### src/design/tgl_pkg.sv
// tgl_pkg: shared types, codes and color helpers for the text glyph layout unit
// no dependencies; imported by text_glyph_layout_unit
`timescale 1ns / 1ps

package tgl_pkg;

    // configuration register indexes
    typedef enum logic [7:0] {
        CFG_ORIGIN_X   = 8'd0,
        CFG_ORIGIN_Y   = 8'd1,
        CFG_BASE_COLOR = 8'd2,
        CFG_DARKEN     = 8'd3
    } t_cfg_index;

    // input item kinds carried in tuser
    localparam logic ACT_LOAD = 1'b0;
    localparam logic ACT_TEXT = 1'b1;

    localparam logic [7:0]  AMP_CHAR    = 8'h26;
    localparam logic [23:0] DARKEN_MASK = 24'hFCFCFC;
    localparam logic [7:0]  CODE_LEVEL  = 8'd191;
    localparam logic [7:0]  CODE_BOOST  = 8'h80;
    localparam logic [23:0] RESET_COLOR = 24'hFFFFFF;

    // hex digit decode result
    typedef struct packed {
        logic       hit;
        logic [3:0] value;
    } t_hex;

    // darken mode drops the two low bits of each channel and divides by four
    function automatic logic [23:0] shade(input logic [23:0] col, input logic dark);
        shade = dark ? ((col & DARKEN_MASK) >> 2) : col;
    endfunction

    // one channel of a color code, clamped to 255
    function automatic logic [7:0] code_channel(input logic on, input logic boost);
        logic [8:0] sum;
        sum = (on ? {1'b0, CODE_LEVEL} : 9'd0) + (boost ? {1'b0, CODE_BOOST} : 9'd0);
        code_channel = sum[8] ? 8'hFF : sum[7:0];
    endfunction

    // color code digit to RGB: bit 0 blue, bit 1 green, bit 2 red, bit 3 boost
    function automatic logic [23:0] code_color(input logic [3:0] code);
        code_color = {code_channel(code[2], code[3]),
                      code_channel(code[1], code[3]),
                      code_channel(code[0], code[3])};
    endfunction

    // lowercase hex digit decode
    function automatic t_hex hex_digit(input logic [7:0] c);
        t_hex h;
        h.hit   = 1'b0;
        h.value = 4'd0;
        if (c >= 8'h30 && c <= 8'h39) begin
            h.hit   = 1'b1;
            h.value = c[3:0];
        end else if (c >= 8'h61 && c <= 8'h66) begin
            h.hit   = 1'b1;
            h.value = c[3:0] + 4'd9;
        end
        hex_digit = h;
    endfunction

endpackage

### src/design/text_glyph_layout_unit.sv
// text_glyph_layout_unit: turns text bytes into glyph placements on a 16x16 font grid
// depends on tgl_pkg (codes, color helpers)
`timescale 1ns / 1ps

// Usage
// - slave stream: tuser = 0 loads a width table entry, tuser = 1 is a text byte;
//   tlast marks the final byte of a string. Load transactions produce nothing.
// - master stream: one transaction per placed glyph, or an end-only marker when a
//   string ends on a color code; tuser set = glyph placed, tlast = end of string.
// - config channel: index 0 origin x, 1 origin y, 2 base color, 3 darken; write
//   only while the unit is idle.
// - a text byte's width is read from the table and its item loaded into the layout
//   stage when its transaction is accepted; the layout stage then loads the output
//   register, which drives the master output.
// - throughput: one byte per cycle while the master side takes results, set by the
//   single-ported width table read and the one-step update of advance and color;
//   an '&' followed by a non-digit holds the layout stage since it places two glyphs.
// - reset clears the width table (per-entry valid flags), advance, pending '&' and
//   loads the register defaults; no clearing pass is needed.
// - a stalled master side holds the output register; the layout stage and then the
//   slave side back up behind it, nothing is dropped.
module text_glyph_layout_unit #(
    parameter int CHAR_CODES      = 256,
    parameter int MAX_GLYPH_WIDTH = 8,
    parameter int ADVANCE_BITS    = 15
) (
    input  logic        i_clk,
    input  logic        i_rst_n,
    // slave stream
    input  logic        s_tvalid,
    output logic        s_tready,
    input  logic [15:0] s_tdata,   // char_code[7:0], width_value[11:8], zero[15:12]
    input  logic        s_tuser,   // action
    input  logic        s_tlast,   // last_char
    // master stream
    output logic        m_tvalid,
    input  logic        m_tready,
    output logic [79:0] m_tdata,   // screen_x[16:0], screen_y[32:17], cell_column[36:33],
                                   // cell_row[40:37], glyph_color[64:41], text_width[79:65]
    output logic        m_tuser,   // glyph_valid
    output logic        m_tlast,   // end_of_text
    // configuration writes
    input  logic        i_cfg_valid,
    output logic        o_cfg_ready,
    input  logic [7:0]  i_cfg_index,
    input  logic [23:0] i_cfg_data
);
    import tgl_pkg::*;

    localparam int CODE_BITS = $clog2(CHAR_CODES);
    localparam logic [8:0] CODE_LIMIT = 9'(CHAR_CODES);
    localparam logic [3:0] WIDTH_MAX = 4'(MAX_GLYPH_WIDTH);
    localparam logic [ADVANCE_BITS-1:0] ADV_MAX = {ADVANCE_BITS{1'b1}};

    // configuration registers
    logic signed [15:0] r_origin_x;
    logic signed [15:0] r_origin_y;
    logic [23:0]        r_base_color;
    logic               r_darken;

    // width table memory with per-entry valid flags
    logic [3:0]            r_wtab [CHAR_CODES];
    logic [CHAR_CODES-1:0] r_wval;
    logic [3:0]            r_amp_width;
    logic [3:0]            r_rd_data;
    logic                  r_rd_valid;

    // layout stage item
    logic       r_a_valid;
    logic [7:0] r_a_char;
    logic       r_a_last;

    // string state
    logic [ADVANCE_BITS-1:0] r_adv;
    logic [23:0]             r_color;
    logic                    r_pending;
    logic                    r_phase;

    // output register
    logic        r_o_valid;
    logic [79:0] r_o_data;
    logic        r_o_user;
    logic        r_o_last;

    // input decode
    logic [7:0]           in_char;
    logic [3:0]           in_wv;
    logic [CODE_BITS-1:0] in_idx;
    logic                 in_range;
    logic                 in_accept;
    logic [3:0]           in_wclamp;

    assign in_char   = s_tdata[7:0];
    assign in_wv     = s_tdata[11:8];
    assign in_idx    = in_char[CODE_BITS-1:0];
    assign in_range  = {1'b0, in_char} < CODE_LIMIT;
    assign in_accept = s_tvalid && s_tready;
    assign in_wclamp = (in_wv > WIDTH_MAX) ? WIDTH_MAX : in_wv;

    // layout stage combinational step
    t_hex                    hx;
    logic                    step_emit;
    logic                    step_done;
    logic                    a_fire;
    logic                    out_free;
    logic                    n_pending;
    logic                    n_phase;
    logic                    n_finish;
    logic [ADVANCE_BITS-1:0] n_adv;
    logic [23:0]             n_color;
    logic                    e_glyph;
    logic                    e_end;
    logic [7:0]              e_char;
    logic [3:0]              e_width;
    logic [ADVANCE_BITS:0]   adv_sum;
    logic [ADVANCE_BITS-1:0] adv_sat;
    logic signed [17:0]      sx_sum;
    logic [16:0]             e_sx;
    logic [16:0]             tw_ext;
    logic [14:0]             e_tw;
    logic [79:0]             e_data;

    assign hx       = hex_digit(r_a_char);
    assign out_free = !r_o_valid || m_tready;

    always_comb begin
        step_emit = 1'b0;
        step_done = 1'b1;
        n_pending = r_pending;
        n_phase   = 1'b0;
        n_finish  = 1'b0;
        n_color   = r_color;
        e_glyph   = 1'b0;
        e_end     = 1'b0;
        e_char    = r_a_char;
        e_width   = r_rd_valid ? r_rd_data : 4'd0;
        if (r_pending && !r_phase) begin
            n_pending = 1'b0;
            if (hx.hit) begin
                // color code: new color, an end-only marker if the string ends here
                n_color = shade(code_color(hx.value), r_darken);
                if (r_a_last) begin
                    step_emit = 1'b1;
                    e_end     = 1'b1;
                    n_finish  = 1'b1;
                end
            end else begin
                // held '&' goes out first, the byte itself after it
                step_emit = 1'b1;
                step_done = 1'b0;
                e_glyph   = 1'b1;
                e_char    = AMP_CHAR;
                e_width   = r_amp_width;
                n_phase   = 1'b1;
            end
        end else if (r_a_char == AMP_CHAR && !r_a_last) begin
            n_pending = 1'b1;
        end else begin
            step_emit = 1'b1;
            e_glyph   = 1'b1;
            e_end     = r_a_last;
            n_finish  = r_a_last;
        end
    end

    assign a_fire = r_a_valid && (!step_emit || out_free);

    // advance update and screen x
    assign adv_sum = {1'b0, r_adv} + {{(ADVANCE_BITS-3){1'b0}}, e_width};
    assign adv_sat = adv_sum[ADVANCE_BITS] ? ADV_MAX : adv_sum[ADVANCE_BITS-1:0];
    assign n_adv   = e_glyph ? adv_sat : r_adv;
    assign sx_sum  = {{2{r_origin_x[15]}}, r_origin_x} + {{(18-ADVANCE_BITS){1'b0}}, r_adv};
    assign e_sx    = (sx_sum > 18'sd65535) ? 17'h0FFFF : sx_sum[16:0];
    assign tw_ext  = {{(17-ADVANCE_BITS){1'b0}}, n_adv};
    assign e_tw    = (tw_ext > 17'd32767) ? 15'h7FFF : tw_ext[14:0];

    // result fields; in an end-only marker all but text_width are zero
    always_comb begin
        e_data = '0;
        e_data[79:65] = e_tw;
        if (e_glyph) begin
            e_data[16:0]  = e_sx;
            e_data[32:17] = r_origin_y;
            e_data[36:33] = e_char[3:0];
            e_data[40:37] = e_char[7:4];
            e_data[64:41] = r_color;
        end
    end

    assign s_tready    = !r_a_valid || (a_fire && step_done);
    assign o_cfg_ready = 1'b1;

    // width table memory write and registered read
    always_ff @(posedge i_clk) begin
        if (in_accept && s_tuser == ACT_LOAD && in_range) begin
            r_wtab[in_idx] <= in_wclamp;
        end
        if (in_accept && s_tuser == ACT_TEXT) begin
            r_rd_data <= r_wtab[in_idx];
        end
    end

    // valid flags, shadow width of '&', and the valid part of the read
    always_ff @(posedge i_clk) begin
        if (!i_rst_n) begin
            r_wval      <= '0;
            r_amp_width <= 4'd0;
            r_rd_valid  <= 1'b0;
        end else if (in_accept) begin
            if (s_tuser == ACT_LOAD) begin
                if (in_range) begin
                    r_wval[in_idx] <= 1'b1;
                end
                if (in_char == AMP_CHAR) begin
                    r_amp_width <= in_wclamp;
                end
            end else begin
                r_rd_valid <= in_range && r_wval[in_idx];
            end
        end
    end

    // layout stage item register
    always_ff @(posedge i_clk) begin
        if (!i_rst_n) begin
            r_a_valid <= 1'b0;
        end else if (s_tready) begin
            r_a_valid <= in_accept && s_tuser == ACT_TEXT;
        end
    end

    always_ff @(posedge i_clk) begin
        if (in_accept && s_tuser == ACT_TEXT) begin
            r_a_char <= in_char;
            r_a_last <= s_tlast;
        end
    end

    // configuration registers and string state
    always_ff @(posedge i_clk) begin
        if (!i_rst_n) begin
            r_origin_x   <= '0;
            r_origin_y   <= '0;
            r_base_color <= RESET_COLOR;
            r_darken     <= 1'b0;
            r_adv        <= '0;
            r_color      <= RESET_COLOR;
            r_pending    <= 1'b0;
            r_phase      <= 1'b0;
        end else if (i_cfg_valid) begin
            unique case (i_cfg_index)
                CFG_ORIGIN_X: begin
                    r_origin_x <= i_cfg_data[15:0];
                end
                CFG_ORIGIN_Y: begin
                    r_origin_y <= i_cfg_data[15:0];
                end
                CFG_BASE_COLOR: begin
                    r_base_color <= i_cfg_data;
                    r_color      <= shade(i_cfg_data, r_darken);
                end
                CFG_DARKEN: begin
                    r_darken <= i_cfg_data[0];
                    r_color  <= shade(r_base_color, i_cfg_data[0]);
                end
                default: begin
                end
            endcase
        end else if (a_fire) begin
            r_phase <= n_phase;
            if (n_finish) begin
                r_adv     <= '0;
                r_pending <= 1'b0;
                r_color   <= shade(r_base_color, r_darken);
            end else begin
                r_adv     <= n_adv;
                r_pending <= n_pending;
                r_color   <= n_color;
            end
        end
    end

    // output register
    always_ff @(posedge i_clk) begin
        if (!i_rst_n) begin
            r_o_valid <= 1'b0;
        end else if (a_fire && step_emit) begin
            r_o_valid <= 1'b1;
        end else if (m_tready) begin
            r_o_valid <= 1'b0;
        end
    end

    always_ff @(posedge i_clk) begin
        if (a_fire && step_emit) begin
            r_o_data <= e_data;
            r_o_user <= e_glyph;
            r_o_last <= e_end;
        end
    end

    assign m_tvalid = r_o_valid;
    assign m_tdata  = r_o_data;
    assign m_tuser  = r_o_user;
    assign m_tlast  = r_o_last;

endmodule

### config.mk
export PLATFORM = sky130hd
export DESIGN_NAME = text_glyph_layout_unit
export DESIGN_NICKNAME = d
export VERILOG_FILES = /design/src/design/tgl_pkg.sv /design/src/design/text_glyph_layout_unit.sv
export SDC_FILE = /design/constraint.sdc
export NUM_CORES = 2
export LEC_CHECK = 0
export BUFFER_PORTS_ARGS = -buffer_cell sky130_fd_sc_hd__buf_2
export CAP_MARGIN = 20
export CORE_UTILIZATION = 50
export CTS_CLUSTER_DIAMETER = 150
export CTS_CLUSTER_SIZE = 28
export DETAILED_ROUTE_END_ITERATION = 16
export PLACE_DENSITY = 0.66
export SLEW_MARGIN = 5
export SYNTH_ARGS = -nofsm -noshare
export SYNTH_HDL_FRONTEND = slang
export SYNTH_SLANG_ARGS = --single-unit
export TNS_END_PERCENT = 20
### constraint.sdc
create_clock -name i_clk -period 21.4 [get_ports i_clk]
set_clock_uncertainty 0.2 [all_clocks]
set_input_delay 4.28 -clock i_clk [delete_from_list [all_inputs] [get_ports i_clk]]
set_output_delay 4.28 -clock i_clk [all_outputs]
set_load 0.05 [all_outputs]
# ---- After elaboration in Yosys (flattened, before gate mapping)
# Memory sizes are Yosys's and may differ from the RTL's. A register that Yosys moved wholly into a read port is not among the register bits.
# Cells that the tools add are included.
dict set report totals {
  reg_bits 452
  latchBits 0
  mem_bits_rw 1024
  mem_bits_ro 0
  input_bits 55
  out_inout_bits 85
  mem_count 1
}
dict set report op_classes {
  addsub 6
  mul 0
  n_div 0
  order_cmp 9
  eq_ne 6
  n_shift 0
  n_mux 52
  bitwise_logic 4
  reduce_logical 36
}
# name depth word_bits rd rd_clocked_by_memory_dff wr line
set mem_list {}
lappend mem_list {r_wtab 256 4 1 1 1 text_glyph_layout_unit.sv:62} ;# logic [3:0] r_wtab [CHAR_CODES];
# cell n
set ops {}
lappend ops {{256-bit OR} 1}
lappend ops {{24-bit two-way mux} 9}
lappend ops {{8-bit two-way mux} 9}
lappend ops {{24-bit one-hot mux with 2 select lines} 1}
lappend ops {{15-bit two-way mux} 3}
lappend ops {{1-bit two-way mux} 21}
lappend ops {{8-bit by 9-bit adder with 9-bit output} 2}
lappend ops {{16-bit by 16-bit adder with 17-bit output} 1}
lappend ops {{17-bit > comparator (second input constant)} 1}
lappend ops {{15-bit by 4-bit adder with 16-bit output} 1}
lappend ops {{8-bit by 2-bit equality test with 1-bit output (second input constant)} 2}
lappend ops {{8-bit by 6-bit equality test with 1-bit output (second input constant)} 2}
lappend ops {{16-bit two-way mux} 1}
lappend ops {{4-bit two-way mux} 4}
lappend ops {{15-bit > comparator (second input constant)} 1}
lappend ops {{2-bit AND reduction} 7}
lappend ops {{1-bit logical AND} 11}
lappend ops {{5-bit two-way mux} 2}
lappend ops {{8-bit by 8-bit adder with 9-bit output} 1}
lappend ops {{8-bit by 9-bit < comparator with 1-bit output (second input constant)} 1}
lappend ops {{3-bit nonzero test} 3}
lappend ops {{1-bit binary-select mux with 8-bit select} 1}
lappend ops {{1-bit demux with 8-bit select} 1}
lappend ops {{8-bit by 1-bit equality test with 1-bit output (second input constant)} 1}
lappend ops {{16 further kinds} 26}

# ---- Depth between registers and ports, before layout
dict set report depth {
  ltp_word 15
  mapped_depth 18
  ltp_nobuf 16
}

# ---- Least setup slack after synthesis
# Ideal clock, no wire load.
dict set report synth_path {
  path_type {input port to flip-flop}
  from {input port s_tdata[11]}
  to {memory r_wtab[0][0], data pin}
  arrival_ps 10607
  t_required_ps 19725
  slack_ps 9118
  cell_stages 1
  cell_sequence {nor2b_1}
}
dict set report synth_via {
  elab_chain_cells 2
}
# item line
set synth_lines {}
lappend synth_lines {{start, declared} text_glyph_layout_unit.sv:32} ;# input logic [15:0] s_tdata,
lappend synth_lines {{4-bit > comparator} text_glyph_layout_unit.sv:98} ;# assign in_wclamp = (in_wv > WIDTH_MAX) ? WIDTH_MAX : in_wv;
lappend synth_lines {{4-bit two-way mux} text_glyph_layout_unit.sv:98}
lappend synth_lines {{end, declared} text_glyph_layout_unit.sv:62}
# Every way passes these cells.

# ---- Final worst setup path
dict set report layout_path {
  from {input port m_tready}
  to {output port s_tready}
}
dict set report layout_via {
  elab_chain_cells 5
}
# item line
set layout_lines {}
lappend layout_lines {{start, declared} text_glyph_layout_unit.sv:37} ;# input logic m_tready,
lappend layout_lines {{1-bit logical OR} text_glyph_layout_unit.sv:124} ;# assign out_free = !r_o_valid || m_tready;
lappend layout_lines {{1-bit logical OR} text_glyph_layout_unit.sv:166} ;# assign a_fire = r_a_valid && (!step_emit || out_free);
lappend layout_lines {{1-bit logical AND} text_glyph_layout_unit.sv:166}
lappend layout_lines {{1-bit logical AND} text_glyph_layout_unit.sv:190} ;# assign s_tready = !r_a_valid || (a_fire && step_done);
lappend layout_lines {{1-bit logical OR} text_glyph_layout_unit.sv:190}
lappend layout_lines {{end, declared} text_glyph_layout_unit.sv:31} ;# output logic s_tready,
# Every way passes these cells.

==> summary.md <==
| Metric | Value |
|---|---|
| Status | finished, final reports clean |
| Via-per-instance ratio | 6.24 |
| Area of the core | 0.118 mm² |
| Post-Layout Cell Count | 5,271 |
| Fraction of layout cells with a size suffix above 1 | 17.3% |
| Gpl congestion | 0.876 |
| Crit path time final | 9.95 ns |
| Setup crit start kind | input pin |
| CTS Root Cell | clkbuf_16 |
| Hold Crit Class | reg2reg |
| Mapped Cells | 3,675 |
| Multi-input logic area | 0.0176 mm² |
| Yosys warns | 0 |
| Die Y | 347 µm |
| Peak VDD IR | 0.0663 mV |
| Most common cell in the netlist | edfxtp_1 |
| Part of the power in the clock network | 29.2% |
| Post-synthesis instance area | 0.0595 mm² |
| FILL cells | 9,561 |
| Endpoint class of the critical path | primary output |
| NumNets Final | 3,766 |
| Leading area contributor after synthesis | edfxtp_1 |
| Register area share after synthesis | 68.6% |
| Placed cell count | 5,162 |
| Port Buf Inserts | 134 |
| Unrepaired setup endpoints after global routing | no |
| Syn_area_per_cell | 16.2 µm² |
| Power per cell area | 75.2 mW/mm² |
| FF+latch area | 0.0408 mm² |
| Share of Yosys cell area claimed by the top area cell type | 56.4% |
| Top FF cell, synth | edfxtp_1 |
| Asr flop ratio synth | 0% |
| Residual DRC count | 0 |
| Longest Clk Path Bufs | 3 |
| Final setup viols | 0 |
| Vias | 32,900 |
| MaxCap Viol Count | 0 |
| Post-synth EDFFs | 1,119 |
| Final period utilization | 46.5% |
| Switching part of the total | 22.0% |
| Initial antenna violation count | 2 |
| Leakage | 21.0 nW |
| Clock transition at path regs | 0.10 ns |
| GRT Total Usage | 24.2% |
| Hold_ws | 0.269 ns |
| Most common library cells after synthesis | edfxtp_1 (1,119), dfxtp_1 (361), nor2_1 (357), mux4_2 (343), o21a_1 (263) |
| CP Class | in2out |
| Combinational power share | 5.9% |
| Grt ovf | 0 |
| Antenna diodes | 0 |
| Chip width | 347 µm |
| Clock Sinks | 1,480 |
| Sw power | 1.05 mW |
| Postcts setup bufs | 0 |
| Drt pass-1 iters | 8 |
| H-tree depth | 2 |
| Die area | 0.120 mm² |
| First-pass GRT wire length | 216,000 µm |
| Layout Utilization | 53.7% |
| Slew Limit Fails | 0 |
| FMAX | 101 MHz |
| Wire length per cell | 27.7 µm |
| Initial core utilization | 50.4% |
| CP max FO | 5 |
| Cts hold-fix bufs | 0 |
| Top cells by area, synth | edfxtp_1 (56%), mux4_2 (13%), dfxtp_1 (12%), o21a_1 (3.3%), nor2_1 (2.3%) |
| # rows | 126 |
| Routed WL | 146,000 µm |
| DP Wirelength | 91,000 µm |
| CTS resizes | 0 |
| P_int | 3.72 mW |
| Critical path required time | 16.92 ns |
| Area Growth Syn to Fin | 6.41% |
| Worst-Margin Slew | 1.24 ns |
| Largest net degree at the start of global routing | 258 |
| Synthesized flop and latch total | 1,480 |
| Post-synth cell types | 85 |
| TritonCTS clock tree | built |
| Clock latency on the worst-skew pair | 0.73 ns |
| Sequential share of power | 64.9% |
| Syn nets | 3,755 |
| Final hold vios | 0 |
| I/O pin total | 140 |
| CTS buffer count | 58 |
| Final Total Pwr | 4.76 mW |
| Setup TNS | 0 ns |
| 1st-iter DRT viols | 3,485 |
| Worst relative slew slack | 17.1% |
| CP Data Arrival Time | 5.47 ns |
| Vias in the first global route | 32,000 |
| Routed Antenna Nets | 0 |
[power by group through the flow]
stage / Clock (mW) / Combinational [mW] / Sequential (mW)
4_1_cts: 1.41 / 0.281 / 3.09
5_1_grt: 1.51 / 0.295 / 3.09
3_5_place_dp: 0 / 0.281 / 3.16
3_3_place_gp: 0 / 0.277 / 3.16
6_report: 1.39 / 0.280 / 3.09
2_1_floorplan: 0 / 0.165 / 3.18
[sequential cells by signal (all words and copies together) (netlist names)]
| register | count |
|---|---|
| r_color | 24 |
| r_wval | 256 |
| r_a_char | 8 |
| r_amp_width | 4 |
| r_origin_y | 16 |
| r_rd_data | 4 |
| m_tuser | 1 |
| r_a_last | 1 |
| r_phase | 1 |
| r_origin_x | 16 |
| r_wtab | 1024 |
| r_rd_valid | 1 |
| r_adv | 15 |
| r_darken | 1 |
| m_tlast | 1 |
| m_tdata | 80 |
| r_a_valid | 1 |
| r_base_color | 24 |
| m_tvalid | 1 |
| r_pending | 1 |
[placed cells by master, fill, tap and decap left out, types with 59 or more instances in the layout]
| cell type | synthesis | routed |
|---|---|---|
| clkbuf_16 | 0 | 60 |
| buf_2 | 58 | 129 |
| buf_4 | 19 | 59 |
| nand3_1 | 74 | 74 |
| nand2_1 | 193 | 188 |
| mux4_2 | 343 | 343 |
| dfxtp_1 | 361 | 360 |
| edfxtp_1 | 1119 | 1119 |
| nor2b_1 | 69 | 64 |
| o21a_1 | 263 | 263 |
| mux2i_1 | 115 | 115 |
| a21oi_1 | 69 | 69 |
| nor2_1 | 357 | 355 |
[per-layer routing]
layer / track usage, % / part of all wire [%]
met4: 8.40 / 3.7
met5: 0 / 0.018
met1: 32.9 / 40
met3: 4.19 / 7.5
met2: 39.4 / 48
[worst max-delay path, stage by stage]
cell     delay [ns]
buf_2          0.11
nor2b_1        0.38
nand2_1        0.11
a21oi_1        0.23
a21oi_1        0.12
buf_2          0.25
[path summary, 6_finish.rpt]
kind / startpoint / end / slack, ns / cells after the start
setup / recovery: m_tready / s_tready / 11.45 / 6
hold / removal: r_wval[182] / r_wval[182] / 0.27 / 1
setup reg to reg: r_a_char[0] / m_tdata[67] / 16.45 / 15
hold reg to reg: r_wval[182] / r_wval[182] / 0.27 / 1
[cell families after synthesis]
family,synth area share [%]
adder cells (fa/ha/maj),0.551
AO/OA/AOI/OAI,7.15
other,0.00630
buffers and inverters,2.01
XOR/XNOR,0.250
flip-flops,68.6
multiplexers,15.1
AND/OR/NAND/NOR,6.34
[stage by stage]
stage	worst slack [ns]	instance area, µm²
CTS	11.48	63400
floorplan	9.12	59500
detailed placement	11.38	61600
finish	11.45	63400
global route	11.36	63400
global placement	11.41	61600
[final cells by class]
type / count / share of cell area, %
multi-input combinational: 1928 / 27.8
clock buffer: 107 / 2.65
clock inverter: 2 / 0.0513
tap: 1536 / 3.03
inverter: 23 / 0.140
sequential: 1480 / 64.4
timing repair buffer: 195 / 1.91
No activity file was read; power rests on OpenSTA's default activity.
